<file path="src/rtl/core/awrt_pkg.sv">
// Package: shared types, constants and codes of the ack wait retransmit table.
package awrt_pkg;

  localparam int DEPTH    = 16;
  localparam int IDX_W    = $clog2(DEPTH);
  localparam int KEY_W    = 32;
  localparam int HANDLE_W = 8;
  localparam int TYPE_W   = 4;
  localparam int TRIES_W  = 4;
  localparam int CD_W     = 16;
  localparam logic [TRIES_W-1:0] TRIES_MAX = '1;

  typedef enum logic [1:0] {
    ACT_ADD      = 2'd0,
    ACT_ACK      = 2'd1,
    ACT_NEEDMORE = 2'd2,
    ACT_TICK     = 2'd3
  } action_t;

  typedef enum logic [2:0] {
    K_ADDED    = 3'd0,
    K_FULL     = 3'd1,
    K_ACKED    = 3'd2,
    K_ACK_MISS = 3'd3,
    K_EXTENDED = 3'd4,
    K_REFUSED  = 3'd5,
    K_RETX     = 3'd6,
    K_GIVEUP   = 3'd7
  } kind_t;

  typedef enum logic [1:0] {
    REG_TIMEOUT = 2'd0,
    REG_TRIES   = 2'd1,
    REG_EXTTYPE = 2'd2
  } reg_idx_t;

  typedef enum logic [1:0] {
    ST_IDLE,
    ST_ADD,
    ST_SCAN,
    ST_DONE
  } state_t;

  typedef struct packed {
    logic [1:0]          action;
    logic [KEY_W-1:0]    key;
    logic [HANDLE_W-1:0] buffer_handle;
    logic [TYPE_W-1:0]   msg_type;
  } in_word_t;

  typedef struct packed {
    logic [2:0]          kind;
    logic [KEY_W-1:0]    key_out;
    logic [HANDLE_W-1:0] handle_out;
    logic [TYPE_W-1:0]   type_out;
    logic                last;
  } out_word_t;

  typedef struct packed {
    logic [KEY_W-1:0]    key;
    logic [TYPE_W-1:0]   ctype;
    logic [HANDLE_W-1:0] handle;
    logic [TRIES_W-1:0]  tries;
    logic [CD_W-1:0]     countdown;
  } entry_t;

  localparam int ENTRY_W = $bits(entry_t);

endpackage

</file>
<file path="src/rtl/core/awrt_ram.sv">
// Single write port, single registered read port RAM.
module awrt_ram #(
  parameter int W     = 8,
  parameter int WORDS = 16
) (
  input  logic                     clk,
  input  logic                     we,
  input  logic [$clog2(WORDS)-1:0] waddr,
  input  logic [W-1:0]             wdata,
  input  logic [$clog2(WORDS)-1:0] raddr,
  output logic [W-1:0]             rdata
);

  logic [W-1:0] mem [WORDS];

  always_ff @(posedge clk) begin
    if (we) begin
      mem[waddr] <= wdata;
    end
  end

  always_ff @(posedge clk) begin
    rdata <= mem[raddr];
  end

endmodule

</file>
<file path="src/rtl/core/ack_wait_retransmit_table_unit.sv">
// Top level: ack wait retransmit table with entry RAM, sweep FSM and APB registers.
//
// Input channel in_valid/in_stall/in_data carries one request word: add, ack,
// needmore or tick. Result channel out_valid/out_stall/out_data returns result
// words; the final word of a request has last set. Add, ack and needmore give
// exactly one word; a tick gives one word per expiring entry, in entry order,
// or none at all.
// A request is taken only while the block is idle; a finished result may still
// sit in the output register at that time. Ack and needmore walk the entry RAM
// one entry per cycle and stop at the first match or the last entry, where they
// wait while the receiver stalls. A tick walks all 16 entries, reading one and
// writing back the previous each cycle unless the receiver stalls. The RAM port
// that serves one entry per cycle sets this pace.
// A tick holds one expired result back so that last can be marked; when the
// receiver stalls, the walk pauses on the entry that has a result to hand on.
// Reset clears all entry valid bits and loads the registers with 100, 3 and 1;
// entry contents need no clearing. Registers are written over APB at byte addresses
// 0, 4 and 8; the user must do so only while the block is idle (not enforced).
module ack_wait_retransmit_table_unit
  import awrt_pkg::*;
(
  input  logic             clk,
  input  logic             rst_n,
  input  logic             in_valid,
  output logic             in_stall,
  input  in_word_t         in_data,
  output logic             out_valid,
  input  logic             out_stall,
  output out_word_t        out_data,
  input  logic             cfg_psel,
  input  logic             cfg_penable,
  input  logic             cfg_pwrite,
  input  logic [3:0]       cfg_paddr,
  input  logic [31:0]      cfg_pwdata,
  output logic [31:0]      cfg_prdata,
  output logic             cfg_pready
);

  logic [CD_W-1:0]    timeout_r;
  logic [TRIES_W-1:0] max_tries_r;
  logic [TYPE_W-1:0]  ext_type_r;
  reg_idx_t           cfg_idx;
  logic               cfg_wr;

  assign cfg_pready = 1'b1;
  assign cfg_idx    = reg_idx_t'(cfg_paddr[3:2]);
  assign cfg_wr     = cfg_psel && cfg_penable && cfg_pwrite;

  always_ff @(posedge clk) begin
    if (!rst_n) begin
      timeout_r   <= CD_W'(100);
      max_tries_r <= TRIES_W'(3);
      ext_type_r  <= TYPE_W'(1);
    end else if (cfg_wr) begin
      unique case (cfg_idx)
        REG_TIMEOUT: timeout_r   <= cfg_pwdata[CD_W-1:0];
        REG_TRIES:   max_tries_r <= cfg_pwdata[TRIES_W-1:0];
        REG_EXTTYPE: ext_type_r  <= cfg_pwdata[TYPE_W-1:0];
        default: ;
      endcase
    end
  end

  always_comb begin
    unique case (cfg_idx)
      REG_TIMEOUT: cfg_prdata = 32'(timeout_r);
      REG_TRIES:   cfg_prdata = 32'(max_tries_r);
      REG_EXTTYPE: cfg_prdata = 32'(ext_type_r);
      default:     cfg_prdata = '0;
    endcase
  end

  state_t           state_r, state_nxt;
  in_word_t         req_r;
  logic [IDX_W-1:0] idx_r, idx_nxt;
  logic [DEPTH-1:0] valid_r, valid_nxt;
  out_word_t        out_r, out_nxt;
  logic             out_valid_r, out_valid_nxt;
  out_word_t        pend_r, pend_nxt;
  logic             pend_v_r, pend_v_nxt;

  logic             we_c;
  logic [IDX_W-1:0] waddr_c, raddr_c;
  entry_t           wdata_c, q;
  logic             out_free, at_end, advance;
  logic             hit, ent_v, expire, giveup, has_free;
  logic [IDX_W-1:0] free_idx;
  logic [TRIES_W-1:0] new_tries;
  out_word_t        res_c;
  logic             accept;

  awrt_ram #(.W(ENTRY_W), .WORDS(DEPTH)) u_ram (
    .clk   (clk),
    .we    (we_c),
    .waddr (waddr_c),
    .wdata (wdata_c),
    .raddr (raddr_c),
    .rdata (q)
  );

  assign in_stall  = (state_r != ST_IDLE);
  assign accept    = in_valid && !in_stall;
  assign out_valid = out_valid_r;
  assign out_data  = out_r;
  assign out_free  = !out_valid_r || !out_stall;
  assign at_end    = (idx_r == IDX_W'(DEPTH - 1));
  assign ent_v     = valid_r[idx_r];
  assign hit       = ent_v && (q.key == req_r.key);
  assign expire    = ent_v && (q.countdown <= CD_W'(1));
  assign new_tries = (q.tries < TRIES_MAX) ? q.tries + TRIES_W'(1) : q.tries;
  assign giveup    = new_tries >= max_tries_r;

  always_comb begin
    has_free = 1'b0;
    free_idx = '0;
    for (int i = DEPTH - 1; i >= 0; i--) begin
      if (!valid_r[i]) begin
        has_free = 1'b1;
        free_idx = IDX_W'(i);
      end
    end
  end

  // Walk step: whether the current entry is finished this cycle.
  always_comb begin
    advance = 1'b0;
    if (state_r == ST_SCAN) begin
      if (action_t'(req_r.action) == ACT_TICK) begin
        advance = !(expire && pend_v_r && !out_free);
      end else begin
        advance = !hit && !at_end;
      end
    end
  end

  // Next state
  always_comb begin
    state_nxt = state_r;
    unique case (state_r)
      ST_IDLE: begin
        if (accept) begin
          state_nxt = (action_t'(in_data.action) == ACT_ADD) ? ST_ADD : ST_SCAN;
        end
      end
      ST_ADD: begin
        if (out_free) state_nxt = ST_IDLE;
      end
      ST_SCAN: begin
        if (action_t'(req_r.action) == ACT_TICK) begin
          if (advance && at_end) state_nxt = ST_DONE;
        end else if ((hit || at_end) && out_free) begin
          state_nxt = ST_IDLE;
        end
      end
      ST_DONE: begin
        if (!pend_v_r || out_free) state_nxt = ST_IDLE;
      end
      default: state_nxt = ST_IDLE;
    endcase
  end

  // Datapath and outputs
  always_comb begin
    idx_nxt       = idx_r;
    valid_nxt     = valid_r;
    out_nxt       = out_r;
    out_valid_nxt = out_valid_r && out_stall;
    pend_nxt      = pend_r;
    pend_v_nxt    = pend_v_r;
    we_c          = 1'b0;
    waddr_c       = idx_r;
    wdata_c       = q;
    raddr_c       = '0;
    res_c         = '0;
    res_c.key_out = req_r.key;
    unique case (state_r)
      ST_IDLE: begin
        idx_nxt = '0;
      end
      ST_ADD: begin
        if (out_free) begin
          res_c.kind       = has_free ? K_ADDED : K_FULL;
          res_c.handle_out = req_r.buffer_handle;
          res_c.type_out   = req_r.msg_type;
          res_c.last       = 1'b1;
          out_nxt          = res_c;
          out_valid_nxt    = 1'b1;
          if (has_free) begin
            we_c              = 1'b1;
            waddr_c           = free_idx;
            wdata_c.key       = req_r.key;
            wdata_c.ctype     = req_r.msg_type;
            wdata_c.handle    = req_r.buffer_handle;
            wdata_c.tries     = '0;
            wdata_c.countdown = timeout_r;
            valid_nxt[free_idx] = 1'b1;
          end
        end
      end
      ST_SCAN: begin
        raddr_c = advance ? idx_r + IDX_W'(1) : idx_r;
        if (advance) idx_nxt = idx_r + IDX_W'(1);
        if (action_t'(req_r.action) == ACT_TICK) begin
          res_c.kind       = giveup ? K_GIVEUP : K_RETX;
          res_c.key_out    = q.key;
          res_c.handle_out = q.handle;
          res_c.type_out   = q.ctype;
          if (advance && ent_v) begin
            we_c = 1'b1;
            if (!expire) begin
              wdata_c.countdown = q.countdown - CD_W'(1);
            end else begin
              wdata_c.tries     = new_tries;
              wdata_c.countdown = timeout_r;
              if (giveup) valid_nxt[idx_r] = 1'b0;
              if (pend_v_r) begin
                out_nxt       = pend_r;
                out_valid_nxt = 1'b1;
              end
              pend_nxt   = res_c;
              pend_v_nxt = 1'b1;
            end
          end
        end else if ((hit || at_end) && out_free) begin
          res_c.last = 1'b1;
          if (hit) begin
            res_c.handle_out = q.handle;
            res_c.type_out   = q.ctype;
          end
          if (action_t'(req_r.action) == ACT_ACK) begin
            res_c.kind = hit ? K_ACKED : K_ACK_MISS;
            if (hit) valid_nxt[idx_r] = 1'b0;
          end else if (hit && q.ctype == ext_type_r) begin
            res_c.kind        = K_EXTENDED;
            we_c              = 1'b1;
            wdata_c.tries     = '0;
            wdata_c.countdown = timeout_r;
          end else begin
            res_c.kind = K_REFUSED;
          end
          out_nxt       = res_c;
          out_valid_nxt = 1'b1;
        end
      end
      ST_DONE: begin
        if (pend_v_r && out_free) begin
          out_nxt       = pend_r;
          out_nxt.last  = 1'b1;
          out_valid_nxt = 1'b1;
          pend_v_nxt    = 1'b0;
        end
      end
      default: ;
    endcase
  end

  always_ff @(posedge clk) begin
    if (!rst_n) begin
      state_r     <= ST_IDLE;
      valid_r     <= '0;
      out_valid_r <= 1'b0;
      pend_v_r    <= 1'b0;
      idx_r       <= '0;
    end else begin
      state_r     <= state_nxt;
      valid_r     <= valid_nxt;
      out_valid_r <= out_valid_nxt;
      pend_v_r    <= pend_v_nxt;
      idx_r       <= idx_nxt;
    end
  end

  always_ff @(posedge clk) begin
    if (accept) req_r <= in_data;
    out_r  <= out_nxt;
    pend_r <= pend_nxt;
  end

  a_pend_tick_only: assert property (@(posedge clk) disable iff (!rst_n)
    pend_v_r |-> (action_t'(req_r.action) == ACT_TICK &&
                  (state_r == ST_SCAN || state_r == ST_DONE)))
    else $error("held result outside a tick walk");

  a_single_last: assert property (@(posedge clk) disable iff (!rst_n)
    (out_valid_r && out_r.kind != K_RETX && out_r.kind != K_GIVEUP) |-> out_r.last)
    else $error("single result word without last");

  a_add_done: assert property (@(posedge clk) disable iff (!rst_n)
    (state_r == ST_ADD && out_free) |=> (state_r == ST_IDLE && out_valid_r))
    else $error("add did not complete");

  a_idle_no_pend: assert property (@(posedge clk) disable iff (!rst_n)
    (state_r == ST_DONE && !pend_v_r) |=> state_r == ST_IDLE)
    else $error("tick walk did not finish");

endmodule

</file>
<file path="config.mk">
export PLATFORM = sky130hd
export DESIGN_NAME = ack_wait_retransmit_table_unit
export DESIGN_NICKNAME = d
export VERILOG_FILES = /design/src/rtl/core/awrt_pkg.sv /design/src/rtl/core/awrt_ram.sv /design/src/rtl/core/ack_wait_retransmit_table_unit.sv
export SDC_FILE = /design/constraint.sdc
export NUM_CORES = 2
export LEC_CHECK = 0
export BUFFER_PORTS_ARGS = -buffer_cell sky130_fd_sc_hd__clkbuf_2
export CORE_ASPECT_RATIO = 0.75
export CORE_MARGIN = 4
export CORE_UTILIZATION = 60
export DETAILED_ROUTE_END_ITERATION = 10
export PLACE_DENSITY = 0.77
export SYNTH_ARGS = -nofsm -noshare
export SYNTH_HDL_FRONTEND = slang
export SYNTH_SLANG_ARGS = --single-unit
</file>
<file path="constraint.sdc">
create_clock -name clk -period 17.95 [get_ports clk]
set_input_delay 2.6925 -clock clk [delete_from_list [all_inputs] [get_ports clk]]
set_output_delay 2.6925 -clock clk [all_outputs]
set_load 0.02 [all_outputs]
</file>
==> metrics.md <==
| Metric | Value |
|---|---|
| Overflow after GRT | `0` |
| Peak supply drop | `roughly 160 uV` |
| Number of buffers added on ports | `approximately 140` |
| Hold Buf Count CTS | `0` |
| Net Sw Frac | `30.7%` |
| CP Capture Type | `flip-flop` |
| Final period util | `40.1%` |
| Logic pwr share | `between 20% and 30%` |
| Largest delay share family, worst path | `simple AND/OR/NAND/NOR gates` |
| Reg-to-Reg Start | `idx_r[2]` |
| Crit path cell chain | `clkbuf_2 -> and2_1 -> a21o_1 -> nor2_4 -> buf_4 -> a32o_1 -> nand2_1 -> nand3b_1 -> nor2_4 -> buf_4` |
| Vias | `roughly 34000` |
| H-tree depth | `3` |
| Synthesis Warnings | `0` |
| Initial core utilization | `between 60% and 70%` |
| Crit path from | `out_stall` |
| GP Congestion | `~0.96` |
| Vias/cell | `about 7` |
| Die W | `348 um` |
| Wire per inst | `roughly 28 um` |
| First-pass GRT wire length | `205000 um` |
| Hold Path Depth | `0` |
| CTS-repair resized insts | `0` |
| Clock latency on the worst-skew pair | `0.71 ns` |
| Total die area | `~92000 um^2` |
| Slew HR | `around a tenth` |
| Share of layout cells above drive strength 1 | `between 10% and 20%` |
| Largest net degree at the start of global routing | `229` |
| Ant diodes | `0` |
| Placeable Area | `around 86000 um^2` |
| Ys async rst share | `0%` |
| Number of global-route vias before repair | `approximately 32000` |
| Top FF cell, synth | `edfxtp_1` |
| Flops & latches, synth | `~1300` |
| Mapped cell area | `52200 um^2` |
| Fmax | `between 100 and 150 MHz` |
| Worst path slowest cell | `buf_4` |
| Sequential area share after synthesis | `a little under three quarters` |
| Sw power | `about 2.5 mW` |
| FF-to-FF setup slack | `around 12 ns` |
| TritonCTS buffer count | `113` |
| Reg power frac | `about half` |
| Clock share of power | `~29%` |
| Post-Syn Instances | `approximately 3700` |
| Internal | `roughly 5.7 mW` |
| Max-cap violations | `0` |
| Root buffer cell | `clkbuf_16` |
| Routed Antenna Nets | `0` |
| Req. time, crit path | `approximately 18 ns` |
| Setup-failing EPs final | `0` |
| Final slew viol count | `0` |
| Final Hold Fails | `0` |
| Sum of negative setup slack | `0 ns` |
| Initial antenna violation count | `1` |
| Critical path startpoint category | `input port` |
| CP peak stage delay | `around 0.94 ns` |
| RSZ-0062 raised after global routing | `no` |
| IO Pins | `around 170` |
| First DRT Iteration DRCs | `5115` |
| Worst-path fanout max | `between 40 and 50` |
| Crit Path Class | `input port to flip-flop` |
| Average size of a mapped cell | `14.2 um^2` |
| Clock Path Buffers | `3` |
| Power, Total | `~8.3 mW` |
| EDFF count, synth | `about 1200` |
| Layout area overhead | `10.0%` |
| Die H | `roughly 260 um` |
| DP Wirelength | `73100 um` |
| Status | `completed` |
| Rows | `93` |
| Power density over cell area | `~140 nW/um^2` |
| Worst Path Buf+Inv | `3` |
| Final WL | `141000 um` |
| Clk sinks | `1275` |
| # DRC | `0` |
| Hold EP | `pend_r[10]` |
| Lkg Pwr | `about 18 nW` |
| Total GRT Usage | `29.9%` |
| Clock slew at reported path FFs | `approximately 0.07 ns` |
| Nets | `3826` |
| Fin Clk Skew | `around 0.037 ns` |
| CTS tree | `done` |
| Setup Buffers After CTS | `0` |
| HP Start | `u_ram.rdata[25]` |
| FF-to-FF End | `u_ram.rdata[0]` |
| Worst Reg2Reg Path Length in Cells | `10` |
| Minimum clock period | `roughly 7.2 ns` |
| WP data arrival | `approximately 7.5 ns` |
| Cell variety after synth | `78` |
| Worst slew pin tran | `about 1.3 ns` |
| HP Class | `flip-flop to flip-flop` |
| Pre-antenna DRT Iters | `6` |
-- through the flow --
stage	instance area, um^2	setup WS [ns]	utilization [%]	instances	hold slack (ns)
6_report	57400	10.74	66.7	4958	0.469
5_1_grt	57400	10.75	66.7	4958	0.481
4_1_cts	57400	11.01	66.7	4958	0.473
3_5_place_dp	53800	10.27	62.5	4746	0.458
3_3_place_gp	53800	10.37	62.5	4746	0.442
2_1_floorplan	52200	9.70	-	3700	0.431
-- logic make-up after synthesis --
| family | share of synthesized area, % |
|---|---|
| AOI/OAI and AO/OA | 10.7 |
| xor gates and xnor gates | 0.756 |
| adders and majority gates | 0.384 |
| buffers and inverters | 2.73 |
| DFF | 71.2 |
| muxes | 5.59 |
| other | 0.0144 |
| and+or+nand+nor | 8.56 |
-- sequential cells by signal, summed over array words and instances (netlist names) --
signal / cells
idx_r: 4
out_valid: 1
pend_v_r: 1
ext_type_r: 4
state_r: 2
out_data: 48
pend_r: 45
u_ram.rdata: 64
req_r: 46
timeout_r: 16
max_tries_r: 4
u_ram.mem: 1024
valid_r: 16
-- worst max path at each step --
stage	to	slack [ns]	cells after the start
2_1_floorplan	u_ram.mem[0][3]	9.70	9
3_3_place_gp	u_ram.mem[12][56]	10.37	10
3_5_place_dp	u_ram.mem[12][59]	10.27	10
6_report	u_ram.mem[12][38]	10.74	10
4_1_cts	u_ram.mem[12][44]	11.01	10
5_1_grt	u_ram.mem[12][44]	10.75	10
-- per-layer routing --
layer | up-vias | global-route usage (%) | wire length, um
met5 | - | 0.994 | 124
met2 | 2390 | 43.9 | 61600
met1 | 16700 | 43.5 | 55000
met3 | 348 | 8.30 | 18900
li1 | 14400 | - | -
met4 | 2 | 9.97 | 5190
-- cells in the mapped netlist (all sizes together), types with 6 or more instances --
cell    count  share of area [%]
edfxtp   1163                 67
o21ai     290                2.8
nand3     279                2.7
mux2i     272                5.2
nand2     260                1.9
a211oi    201                2.9
buf       148                1.5
clkbuf    141                1.0
o22ai     130                1.6
a21oi     117                1.1
dfxtp     112                4.3
nor4       83                1.0
or3b       64                1.1
nor2       62               0.45
xor2       40               0.67
a22o       34               0.57
inv        28               0.20
and2       19               0.23
nor3       18               0.17
a31oi      16               0.20
ha         16               0.38
nand4      16               0.23
a222oi     12               0.23
nor2b      12               0.14
nand2b      9               0.11
or3         9               0.11
o211ai      8               0.12
o31ai       8               0.12
a21o        7               0.10
mux2        7               0.15
a22oi       6              0.086
a32o        6               0.12
and3        6              0.072
nand3b      6               0.11
-- layout by cell type (no fill, tap or decap), types with 64 or more instances in the layout --
| master | count |
|---|---|
| dfxtp_1 | 112 |
| nor4_1 | 79 |
| o21ai_0 | 280 |
| clkbuf_16 | 114 |
| or3b_1 | 64 |
| o22ai_1 | 130 |
| clkbuf_2 | 136 |
| edfxtp_1 | 1163 |
| a211oi_1 | 197 |
| nand3_1 | 277 |
| mux2i_1 | 270 |
| nand2_1 | 257 |
| a21oi_1 | 117 |
-- power groups by stage --
stage	Clock, mW	Sequential [mW]	Combinational (mW)
after detailed placement	0	4.22	1.65
after floorplan	0	4.23	0.950
after global routing	2.53	4.18	1.80
after CTS	2.41	4.16	1.66
after global placement	0	4.21	1.60
final	2.39	4.16	1.70
-- final cells by class --
class / instances / area, um^2
Clock buffer: 160 / 3120
Clock inverter: 52 / 517
Fill cell: 5862 / 28600
Inverter: 30 / 113
Multi-Input combinational cell: 2106 / 13900
Sequential cell: 1275 / 37200
Tap cell: 1140 / 1430
Timing Repair Buffer: 195 / 1150
-- worst reg2reg max path, stage by stage, from the launching register on --
cell	delay (ns)
dfxtp_1	0.91
mux4_2	0.66
mux4_2	0.65
nand4_2	0.22
nand4_4	0.21
mux2i_4	0.95
buf_4	0.54
buf_4	0.94
a211oi_1	0.19
nor4_1	0.49
or3b_1	0.39
Note: power is estimated with default switching activity, not from simulation.
